[src/hdl/bole_pkg.sv]
`timescale 1ns / 1ps
// Shared types and constants for the bounded ordered list engine.
// No dependencies.
package bole_pkg;

  localparam int unsigned DEPTH_DEFAULT = 16;
  localparam int unsigned OPCODE_W      = 3;
  localparam int unsigned VALUE_W       = 32;
  localparam int unsigned POS_W         = 5;
  localparam int unsigned STATUS_W      = 3;
  localparam int unsigned FIDX_W        = 4;
  localparam int unsigned COUNT_W       = 5;

  typedef enum logic [OPCODE_W-1:0] {
    OP_INS_HEAD = 3'd0,
    OP_INS_TAIL = 3'd1,
    OP_INS_POS  = 3'd2,
    OP_DEL_HEAD = 3'd3,
    OP_DEL_TAIL = 3'd4,
    OP_DEL_POS  = 3'd5,
    OP_SEARCH   = 3'd6
  } opcode_t;

  typedef enum logic [STATUS_W-1:0] {
    STS_OK       = 3'd0,
    STS_EMPTY    = 3'd1,
    STS_BADPOS   = 3'd2,
    STS_FULL     = 3'd3,
    STS_NOTFOUND = 3'd4
  } status_t;

  typedef enum logic [1:0] {
    S_IDLE,
    S_INSERT,
    S_DELETE,
    S_SEARCH
  } state_t;

endpackage

[src/hdl/bole_ram.sv]
`timescale 1ns / 1ps
// Generic simple dual-port RAM: one write port, one read port, registered read.
// No dependencies.
module bole_ram #(
  parameter int unsigned WIDTH = 32,
  parameter int unsigned DEPTH = 16
) (
  input  logic                     clk,
  input  logic                     we,
  input  logic [$clog2(DEPTH)-1:0] waddr,
  input  logic [WIDTH-1:0]         wdata,
  input  logic [$clog2(DEPTH)-1:0] raddr,
  output logic [WIDTH-1:0]         rdata
);

  logic [WIDTH-1:0] mem [DEPTH];

  always_ff @(posedge clk) begin
    if (we) begin
      mem[waddr] <= wdata;
    end
    rdata <= mem[raddr];
  end

endmodule

[src/hdl/bounded_ordered_list_engine_top.sv]
`timescale 1ns / 1ps
// Bounded ordered list engine: a list of up to DEPTH signed 32-bit values kept in list
// order in one RAM (head at address 0); commands insert, delete or search, one result each.
// A command is taken when start is high and busy is low. Commands that fail a check
// (empty list, bad position, full list, search on an empty list) and the unused opcode
// do not raise busy; their result appears in the next cycle. An insert at index p below
// count first moves the entries from the tail down to p one place up, then writes the value;
// a delete at p below count-1 moves the entries after p one place down; an append or a
// delete of the last entry moves none. A search reads entries from the head until the first
// match or the tail, and the result strobe follows in the next cycle.
// Busy time is set by the RAM's single read port: entries are moved or compared one per
// cycle. done is high for exactly one cycle and cannot be held off; results must be taken
// when shown. Depends on bole_pkg and bole_ram.
module bounded_ordered_list_engine_top #(
  parameter int unsigned DEPTH = bole_pkg::DEPTH_DEFAULT
) (
  input  logic                                clk,
  input  logic                                rst,
  input  logic                                start,
  output logic                                busy,
  input  logic [bole_pkg::OPCODE_W-1:0]       opcode,
  input  logic signed [bole_pkg::VALUE_W-1:0] value,
  input  logic [bole_pkg::POS_W-1:0]          position,
  output logic                                done,
  output logic [bole_pkg::STATUS_W-1:0]       status,
  output logic [bole_pkg::FIDX_W-1:0]         found_index,
  output logic [bole_pkg::COUNT_W-1:0]        entry_count
);
  import bole_pkg::*;

  localparam int unsigned AW   = $clog2(DEPTH);
  localparam int unsigned CW   = $clog2(DEPTH + 1);
  localparam int unsigned CMPW = (CW > POS_W) ? CW : POS_W;

  state_t                    state, state_next;
  logic [CW-1:0]             count, count_next;
  logic [AW-1:0]             cur, cur_next;
  logic [AW-1:0]             tgt, tgt_next;
  logic [AW-1:0]             waddr, waddr_next;
  logic                      rd_on, rd_on_next;
  logic                      pend, pend_next;
  logic [VALUE_W-1:0]        key, key_next;
  logic                      res_done, res_done_next;
  status_t                   res_status, res_status_next;
  logic [FIDX_W-1:0]         res_fidx, res_fidx_next;
  logic [COUNT_W-1:0]        res_count, res_count_next;

  logic                      ram_we;
  logic [AW-1:0]             ram_waddr, ram_raddr;
  logic [VALUE_W-1:0]        ram_wdata, ram_rdata;

  opcode_t                   op;
  logic [CMPW-1:0]           pos_w, cnt_w;
  logic [CW-1:0]             cnt_m1;
  logic                      is_full, is_empty, ins_bad, del_bad;
  logic [AW-1:0]             ins_p, del_p, last;
  logic                      ins_fin, del_fin, hit, miss;

  bole_ram #(
    .WIDTH (VALUE_W),
    .DEPTH (DEPTH)
  ) u_ram (
    .clk   (clk),
    .we    (ram_we),
    .waddr (ram_waddr),
    .wdata (ram_wdata),
    .raddr (ram_raddr),
    .rdata (ram_rdata)
  );

  // command checks
  always_comb begin
    op       = opcode_t'(opcode);
    pos_w    = CMPW'(position);
    cnt_w    = CMPW'(count);
    cnt_m1   = count - CW'(1);
    last     = AW'(cnt_m1);
    is_full  = (count == CW'(DEPTH));
    is_empty = (count == '0);
    ins_bad  = (op == OP_INS_POS) && (pos_w > cnt_w);
    del_bad  = (op == OP_DEL_POS) && (pos_w >= cnt_w);
    ins_p    = (op == OP_INS_HEAD) ? '0 : (op == OP_INS_TAIL) ? AW'(count) : AW'(position);
    del_p    = (op == OP_DEL_HEAD) ? '0 : (op == OP_DEL_TAIL) ? last : AW'(position);
  end

  assign ins_fin = (state == S_INSERT) && !rd_on && !pend;
  assign del_fin = (state == S_DELETE) && !rd_on && !pend;
  assign hit     = (state == S_SEARCH) && pend && (ram_rdata == key);
  assign miss    = (state == S_SEARCH) && pend && !rd_on && (ram_rdata != key);

  // next state
  always_comb begin
    state_next = state;
    unique case (state)
      S_IDLE: begin
        if (start) begin
          unique case (op)
            OP_INS_HEAD, OP_INS_TAIL, OP_INS_POS: begin
              if (!ins_bad && !is_full) state_next = S_INSERT;
            end
            OP_DEL_HEAD, OP_DEL_TAIL, OP_DEL_POS: begin
              if (!is_empty && !del_bad) state_next = S_DELETE;
            end
            OP_SEARCH: begin
              if (!is_empty) state_next = S_SEARCH;
            end
            default: ;
          endcase
        end
      end
      S_INSERT: if (ins_fin) state_next = S_IDLE;
      S_DELETE: if (del_fin) state_next = S_IDLE;
      S_SEARCH: if (hit || miss) state_next = S_IDLE;
      default:  state_next = S_IDLE;
    endcase
  end

  // datapath and results
  always_comb begin
    count_next      = count;
    cur_next        = cur;
    tgt_next        = tgt;
    waddr_next      = waddr;
    rd_on_next      = rd_on;
    pend_next       = pend;
    key_next        = key;
    res_done_next   = 1'b0;
    res_status_next = res_status;
    res_fidx_next   = res_fidx;
    res_count_next  = res_count;
    ram_we          = 1'b0;
    ram_waddr       = waddr;
    ram_wdata       = ram_rdata;
    ram_raddr       = cur;

    unique case (state)
      S_IDLE: begin
        if (start) begin
          key_next       = value;
          pend_next      = 1'b0;
          rd_on_next     = 1'b0;
          res_fidx_next  = '0;
          res_count_next = COUNT_W'(count);
          res_status_next = STS_OK;
          unique case (op)
            OP_INS_HEAD, OP_INS_TAIL, OP_INS_POS: begin
              if (ins_bad) begin
                res_done_next   = 1'b1;
                res_status_next = STS_BADPOS;
              end else if (is_full) begin
                res_done_next   = 1'b1;
                res_status_next = STS_FULL;
              end else begin
                tgt_next   = ins_p;
                cur_next   = last;
                rd_on_next = (ins_p != AW'(count));
              end
            end
            OP_DEL_HEAD, OP_DEL_TAIL, OP_DEL_POS: begin
              if (is_empty) begin
                res_done_next   = 1'b1;
                res_status_next = STS_EMPTY;
              end else if (del_bad) begin
                res_done_next   = 1'b1;
                res_status_next = STS_BADPOS;
              end else begin
                tgt_next   = del_p;
                cur_next   = del_p + AW'(1);
                rd_on_next = (del_p != last);
              end
            end
            OP_SEARCH: begin
              if (is_empty) begin
                res_done_next   = 1'b1;
                res_status_next = STS_NOTFOUND;
              end else begin
                cur_next   = '0;
                rd_on_next = 1'b1;
              end
            end
            default: res_done_next = 1'b1;
          endcase
        end
      end

      // shift up, from the tail down to the target
      S_INSERT: begin
        ram_we    = pend;
        pend_next = rd_on;
        if (rd_on) begin
          waddr_next = cur + AW'(1);
          if (cur == tgt) rd_on_next = 1'b0;
          else cur_next = cur - AW'(1);
        end
        if (ins_fin) begin
          ram_we          = 1'b1;
          ram_waddr       = tgt;
          ram_wdata       = key;
          count_next      = count + CW'(1);
          res_done_next   = 1'b1;
          res_status_next = STS_OK;
          res_count_next  = COUNT_W'(count + CW'(1));
        end
      end

      // shift down, from just after the target to the tail
      S_DELETE: begin
        ram_we    = pend;
        pend_next = rd_on;
        if (rd_on) begin
          waddr_next = cur - AW'(1);
          if (cur == last) rd_on_next = 1'b0;
          else cur_next = cur + AW'(1);
        end
        if (del_fin) begin
          count_next      = cnt_m1;
          res_done_next   = 1'b1;
          res_status_next = STS_OK;
          res_count_next  = COUNT_W'(cnt_m1);
        end
      end

      S_SEARCH: begin
        pend_next  = rd_on;
        waddr_next = cur;
        if (rd_on) begin
          if (cur == last) rd_on_next = 1'b0;
          else cur_next = cur + AW'(1);
        end
        if (hit) begin
          rd_on_next      = 1'b0;
          pend_next       = 1'b0;
          res_done_next   = 1'b1;
          res_status_next = STS_OK;
          res_fidx_next   = FIDX_W'(waddr);
        end else if (miss) begin
          pend_next       = 1'b0;
          res_done_next   = 1'b1;
          res_status_next = STS_NOTFOUND;
          res_fidx_next   = '0;
        end
      end

      default: ;
    endcase
  end

  always_ff @(posedge clk) begin
    if (rst) begin
      state    <= S_IDLE;
      count    <= '0;
      rd_on    <= 1'b0;
      pend     <= 1'b0;
      res_done <= 1'b0;
    end else begin
      state    <= state_next;
      count    <= count_next;
      rd_on    <= rd_on_next;
      pend     <= pend_next;
      res_done <= res_done_next;
    end
  end

  always_ff @(posedge clk) begin
    cur        <= cur_next;
    tgt        <= tgt_next;
    waddr      <= waddr_next;
    key        <= key_next;
    res_status <= res_status_next;
    res_fidx   <= res_fidx_next;
    res_count  <= res_count_next;
  end

  assign busy        = (state != S_IDLE);
  assign done        = res_done;
  assign status      = res_status;
  assign found_index = res_fidx;
  assign entry_count = res_count;

  a_count_bound: assert property (@(posedge clk) disable iff (rst)
    count <= CW'(DEPTH))
    else $error("entry count above capacity");

  a_idle_clean: assert property (@(posedge clk) disable iff (rst)
    state == S_IDLE |-> !rd_on && !pend)
    else $error("read pipeline active while idle");

  a_no_overlap: assert property (@(posedge clk) disable iff (rst)
    (ram_we && rd_on) |-> ram_waddr != ram_raddr)
    else $error("shift writes the entry being read");

  a_done_cause: assert property (@(posedge clk) disable iff (rst)
    done |-> $past(busy) || $past(start))
    else $error("result strobe without a transaction");

endmodule

[config.mk]
export PLATFORM = sky130hd
export DESIGN_NAME = bounded_ordered_list_engine_top
export DESIGN_NICKNAME = d
export VERILOG_FILES = /design/src/hdl/bole_pkg.sv /design/src/hdl/bole_ram.sv /design/src/hdl/bounded_ordered_list_engine_top.sv
export SDC_FILE = /design/constraint.sdc
export NUM_CORES = 1
export LEC_CHECK = 0
export ABC_AREA = 1
export BUFFER_PORTS_ARGS = -buffer_cell sky130_fd_sc_hd__buf_4
export CORE_UTILIZATION = 35
export DETAILED_ROUTE_END_ITERATION = 6
export PLACE_DENSITY = 0.5
export SKIP_LAST_GASP = 1
export SYNTH_ARGS = -nofsm -noshare
export SYNTH_HDL_FRONTEND = slang
export SYNTH_SLANG_ARGS = --single-unit
[constraint.sdc]
create_clock -name clk -period 4.65 [get_ports clk]
set_input_delay 0.93 -clock clk [delete_from_list [all_inputs] [get_ports clk]]
set_output_delay 0.93 -clock clk [all_outputs]
set_load 0.02 [all_outputs]
==> results of run 1 <==
## registers in the layout, summed over array words and instances (netlist names), 4 cells and up
signal,count
cur,4
waddr,4
u_ram.rdata,32
key,32
u_ram.mem,512
found_index,4
cnt_w,5
tgt,4
entry_count,5
## cell usage after synthesis, drive strengths merged
cell and number:
edfxtp 568, nand2 386, o21ai 207, nor2 182
inv 159, nand3 103, a21oi 101, clkbuf 88
o22ai 59, o2111ai 54, dfxtp 42, buf 25
ha 16, o211ai 16, mux2 12, xnor2 12
xor2 11, a211oi 10, a32o 10, nand4 6
a31oi 5, nor3 4, o221ai 2, or2 2
a221oi 1, a22o 1, a22oi 1, o2111a 1
o21bai 1, o31ai 1
## cell type report
class | count | area, um^2
fill | 6648 | 41400
sequential | 610 | 17900
multi-input combinational | 1204 | 6210
clock buffer | 100 | 1980
tap | 940 | 1180
timing repair buffer | 107 | 903
inverter | 159 | 604
clock inverter | 26 | 175
## kinds of logic (layout without fill, tap and decap cells)
family,Yosys count,in the layout,share of synthesized area
flops,610,610,0.715
simple gates,683,683,0.110
fa+ha+maj,16,16,0.00800
buf+inv,272,392,0.0416
mux,12,12,0.00540
compound gates,470,470,0.111
xor+xnor,23,23,0.00805
## where the power goes
group / leakage (nW) / switching [mW] / internal, mW
clock: 1.04 / 2.20 / 3.02
sequential: 5.50 / 0.298 / 7.44
combinational: 3.69 / 4.83 / 1.78
## through the flow
stage | utilization | instance area, um^2 | power (mW)
6_report | 0.411 | 28900 | 19.6
5_1_grt | 0.411 | 28900 | 20.6
4_1_cts | 0.411 | 28900 | 19.7
3_5_place_dp | 0.381 | 26800 | 14.5
3_3_place_gp | 0.381 | 26800 | 14.4
2_1_floorplan | - | 25000 | 11.9
## worst paths after layout
| check | to | depth (start not counted) |
|---|---|---|
| setup reg to reg | u_ram.mem[14][22] | 7 |
| hold / removal | key[26] | 1 |
| setup / recovery | u_ram.mem[14][22] | 7 |
| hold reg to reg | pend | 2 |
## per-layer routing
metal  global-route usage  wire length [um]
met1                0.271             32500
met2                0.306             32200
met3               0.0243              3000
met4               0.0487              1360
met5                    0                 0
## layout by cell type, fill, tap and decap left out, drive strengths merged, types with 11 or more instances in the layout
| master | instances |
|---|---|
| xor2 | 11 |
| buf | 107 |
| edfxtp | 568 |
| o21ai | 207 |
| o22ai | 59 |
| o211ai | 16 |
| nand3 | 103 |
| nand2 | 386 |
| clkbuf | 100 |
| clkinv | 18 |
| mux2 | 12 |
| inv | 162 |
| dfxtp | 42 |
| xnor2 | 12 |
| ha | 16 |
| nor2 | 182 |
| o2111ai | 54 |
| a21oi | 101 |
==> impl_metrics.csv, run 1 <==
group,metric,value,unit
synthesis,ys_warn_count,0,
timing,fin_crit,3.62,ns
timing,timing.fmax,276,MHz
synthesis,seq_area_frac_synth,0.715,
die,die_area,72600,um^2
drt,wl_per_cell,21.9,um
place,place_congestion,0.858,
drt,routed_wl,69000,um
worst_hold_path,hp-class,"primary input to flop",
drt,ant_nets,0,
cts,postCtsSetupBuffers,0,
power_and_ir_drop,leakage,10.2,nW
place,dp_hpwl,40500,um
synthesis,synth_cells,2086,
setup_path,critical_path_required,4.95,ns
global_route,grtUsageTotal,0.190,
setup_path,cp_max_fo,24,
global_route,grt_pass1_vias,15900,
timing,fin_ws,1.03,ns
cts,cts_hold_buf,0,
finish,drive_above_1_share,0.118,
timing,finClkSkew,0.0238,ns
setup_path,arrival,3.92,ns
drt,via_per_inst,5.15,
cts,ctsResizeCount,0,
setup_path,endpoint_kind,"flop",
die,start_util,0.355,
power_and_ir_drop,powerDensity,676,nW/um^2
die,fp-row-count,97,
place,io_buffers,56,
timing,hold_slack,0.494,ns
timing,hold_viol,0,
die,top_level_ports,57,
synthesis,syn_area,25000,um^2
place,dp.cells,3020,
timing,final-setup-viol-count,0,
timing,slew_headroom,0.289,
timing,finalCritPeriodShare,0.779,
global_route,grt_pass1_wl,104000,um
die,die_w,269,um
drt,initialDrtViolationCount,1390,
setup_path,crit_chain,"inv_1, ha_1, nand2_2, o21ai_1, nand3_1, nor2_4, buf_4",
setup_path,ff2ff_setup_slack,1.03,ns
timing,max_slew.worst_pin.slew,1.07,ns
synthesis,ys_ff_latch,610,
die,core_area,70400,um^2
timing,rsz0062_at_grt,"false",
setup_path,critPathKind,"flop to flop",
drt,vias,16200,
synthesis,ys_types,44,
power_and_ir_drop,ir_drop,0.450,mV
cts,clock_path_buffers,3,
cts,clk_latency,0.61,ns
global_route,grt.overflow.total,0,
cts,root_buffer,"clkbuf_16",
setup_path,crit_family,"simple AND/OR/NAND/NOR gates",
synthesis,syn-num-nets,2145,
cts,cts_tree,"built",
cts,cts_buffers,69,
synthesis,syn_avg_cell_area,12.0,um^2
synthesis,synth_top_area_cell,"edfxtp_1",
finish,final_cells,3146,
setup_path,slowest_stage,"nor2_4",
drt,drt_pass1_iterations,6,
timing,maxSlewViolCount,0,
cts,clkTransAtPathRegs,0.06,ns
finish,diodes,0,
setup_path,max_stage_delay,0.82,ns
cts,htreeDepth,3,
setup_path,critPathBufInv,2,
finish,area_growth,15.7,%
synthesis,yosysTopAreaCellShare,0.682,
place,pre_cts_ws,1.10,ns
global_route,antenna_found_initial,0,
timing,tns,0,ns
worst_hold_path,hold_start,"value[26]",
global_route,grt_max_degree,194,
flow_run,drv_cap,0,
die,fp.dieH,269,um
setup_path,startpoint_type,"flop",
setup_path,regToRegStartpoint,"state[1]",
drt,drc_errors,0,
status,status,"finished, final reports clean",
cts,cts.sinks,610,
setup_path,startpoint,"state[1]",
finish,fin_nets,2210,
synthesis,synthTopCellsByArea,"edfxtp_1, nand2_1, o21ai_0, dfxtp_1, nor2_1",
Note: power is estimated with default switching activity, not from simulation.
==> run 2, diff against run 1 <==
--- a/config.mk
+++ b/config.mk
@@ -9,7 +9,7 @@
 export BUFFER_PORTS_ARGS = -buffer_cell sky130_fd_sc_hd__buf_4
 export CORE_UTILIZATION = 35
 export DETAILED_ROUTE_END_ITERATION = 6
-export PLACE_DENSITY = 0.5
+export PLACE_DENSITY = 0.51
 export SKIP_LAST_GASP = 1
 export SYNTH_ARGS = -nofsm -noshare
 export SYNTH_HDL_FRONTEND = slang
==> constraint.sdc (replaced) <==
create_clock -name clk -period 3.2 [get_ports clk]
set_input_delay 0.64 -clock clk [delete_from_list [all_inputs] [get_ports clk]]
set_output_delay 0.64 -clock clk [all_outputs]
set_load 0.02 [all_outputs]
==> run 2 against run 1 <==
  * Clock-buffer cell count up 2
  * Register-to-register slack worse by 0.72 ns
  * Fmax up 25%
  * Via count up 1.1%
  * Clock power up 49%
  * Combinational power up 51%
  * First-iteration DRC count up 6.3%
  * Highest routed layer unchanged
==> impl_metrics.csv, run 2 (synthesized netlist as in run 1, its figures left out) <==
group,metric,value,unit
status,status,"finished, final reports clean",
cts,cts_buffers,68,
worst_hold_path,min_to,"key[25]",
drt,initialDrtViolationCount,1477,
drt,routed_wl,69900,um
timing,rsz0062_at_grt,"false",
timing,maxSlewViolCount,0,
timing,finClkSkew,0.0493,ns
worst_hold_path,hold_start,"value[25]",
global_route,grt_max_degree,130,
finish,stdcell_area,29400,um^2
setup_path,regToRegStartpoint,"state[1]",
place,io_buffers,56,
setup_path,cp_max_fo,8,
drt,wl_per_cell,22.1,um
place,postPlaceCellArea,27100,um^2
worst_hold_path,holdPathStages,1,
finish,largest_registers,"u_ram.mem x512, key x32, u_ram.rdata x32",
timing,max_slew.worst_pin.slew,0.718,ns
cts,htreeDepth,3,
die,top_level_ports,57,
drt,wl_met2,32800,um
finish,area_growth,17.4,%
global_route,grtUsageTotal,0.191,
setup_path,startpoint,"state[1]",
global_route,grt_pass1_wl,104000,um
power_and_ir_drop,p_sw,10.8,mW
power_and_ir_drop,power.clock.fraction,0.268,
timing,fin_crit,2.89,ns
timing,slew_headroom,0.518,
drt,wl_met3,3490,um
setup_path,critical_path_required,3.46,ns
global_route,antenna_found_initial,1,
drt,drt_pass1_iterations,5,
drt,drc_errors,0,
timing,finalCritPeriodShare,0.903,
finish,drive_above_1_share,0.131,
setup_path,endpoint_kind,"flop",
global_route,grt.overflow.total,0,
drt,via_per_inst,5.17,
finish,largest_reg_flops,512,
die,start_util,0.355,
drt,vias,16400,
finish,layout_common_cells,"edfxtp_1, nand2_1, o21ai_0",
finish,diodes,0,
power_and_ir_drop,seq_power_share,0.388,
die,fp-row-count,97,
setup_path,r2r_cells,11,
drt,wl_met1,32000,um
worst_hold_path,hp-class,"primary input to flop",
cts,cts.sinks,610,
cts,cts_hold_buf,0,
setup_path,arrival,3.15,ns
finish,top_register,"u_ram.mem",
power_and_ir_drop,combPwrFrac,0.343,
setup_path,regToRegEndpoint,"status[0]",
power_and_ir_drop,leakage,10.4,nW
cts,clock_path_buffers,3,
finish,fin_nets,2233,
place,dp_hpwl,40500,um
die,core_area,70400,um^2
cts,root_buffer,"clkbuf_16",
drt,ant_nets,0,
flow_run,drv_cap,0,
cts,cts_tree,"built",
timing,hold_viol,0,
die,fp.dieH,269,um
setup_path,startpoint_type,"flop",
global_route,grt_pass1_vias,16000,
die,die_w,269,um
cts,clk_latency,0.63,ns
power_and_ir_drop,ir_drop,0.541,mV
timing,final-setup-viol-count,0,
place,place_congestion,0.839,
power_and_ir_drop,switching_share,0.375,
cts,clkTransAtPathRegs,0.06,ns
finish,layout_commonest_cell,"edfxtp_1",
power_and_ir_drop,powerDensity,986,nW/um^2
timing,timing.fmax,346,MHz
power_and_ir_drop,power,28.9,mW
power_and_ir_drop,p_int,18.1,mW
drt,highest_layer,"met4",
setup_path,ff2ff_setup_slack,0.31,ns
die,die_area,72600,um^2
setup_path,critPathKind,"flop to flop",
run 2: cell type report:
class                   instances  area (um^2)
fillers                      6603        41000
flip-flops and latches        610        17900
multi-input cells            1204         6220
clock buffers                 102         1940
repair buffers                131         1220
well taps                     940         1180
inverters                     159          604
clock inverters                22          310
run 2: critical path: stages, from the launching register on:
cell and delay, ns:
dfxtp_1 0.39, ha_1 0.20, nand2_1 0.20, a21oi_2 0.35, nand2_1 0.11, nor2_2 0.26, nand2_1 0.13, nor2_1 0.16
nand3_2 0.24, nand3_1 0.22, nand2_1 0.06, nor2_1 0.24
run 2: routing by layer:
metal,GRT usage,vias to the layer above
li1,-,7681
met3,0.0310,98
met5,0,-
met2,0.308,457
met4,0.0504,0
met1,0.268,8129
run 2: how the worst max path moves through the flow:
stage                                  to  slack (ns)  cells past startpoint
after global routing            status[0]        0.09                     11
final                           status[0]        0.31                     11
after CTS                       status[1]        0.14                     11
after floorplan           u_ram.mem[0][0]       -0.04                      8
after detailed placement        status[2]       0.008                     11
after global placement          status[0]        0.07                     11
run 2: repair_timing:
action / CTS / global route
resized for setup: 1 / 2
buffers inserted: 0 / 0
endpoints found under the setup margin: 2 / 8
run 2: power by group through the flow:
stage          sequential, mW  clock [mW]  combinational [mW]
2_1_floorplan            11.3           0                5.94
3_3_place_gp             11.4           0                9.94
3_5_place_dp             11.4           0                9.99
4_1_cts                  11.2        7.93                10.0
5_1_grt                  11.3        8.22                10.9
6_report                 11.2        7.77                9.94
run 2: metrics by stage:
| step | setup WS, ns | utilization | std cells | hold WS (ns) | TNS [ns] |
|---|---|---|---|---|---|
| 2_1_floorplan | -0.0387 | - | 2086 | 0.464 | -13.74 |
| 3_3_place_gp | 0.0746 | 0.385 | 3044 | 0.488 | 0 |
| 3_5_place_dp | 0.00765 | 0.385 | 3044 | 0.510 | 0 |
| 4_1_cts | 0.138 | 0.417 | 3168 | 0.157 | 0 |
| 5_1_grt | 0.0858 | 0.417 | 3168 | 0.162 | 0 |
| 6_report | 0.310 | 0.417 | 3168 | 0.188 | 0 |
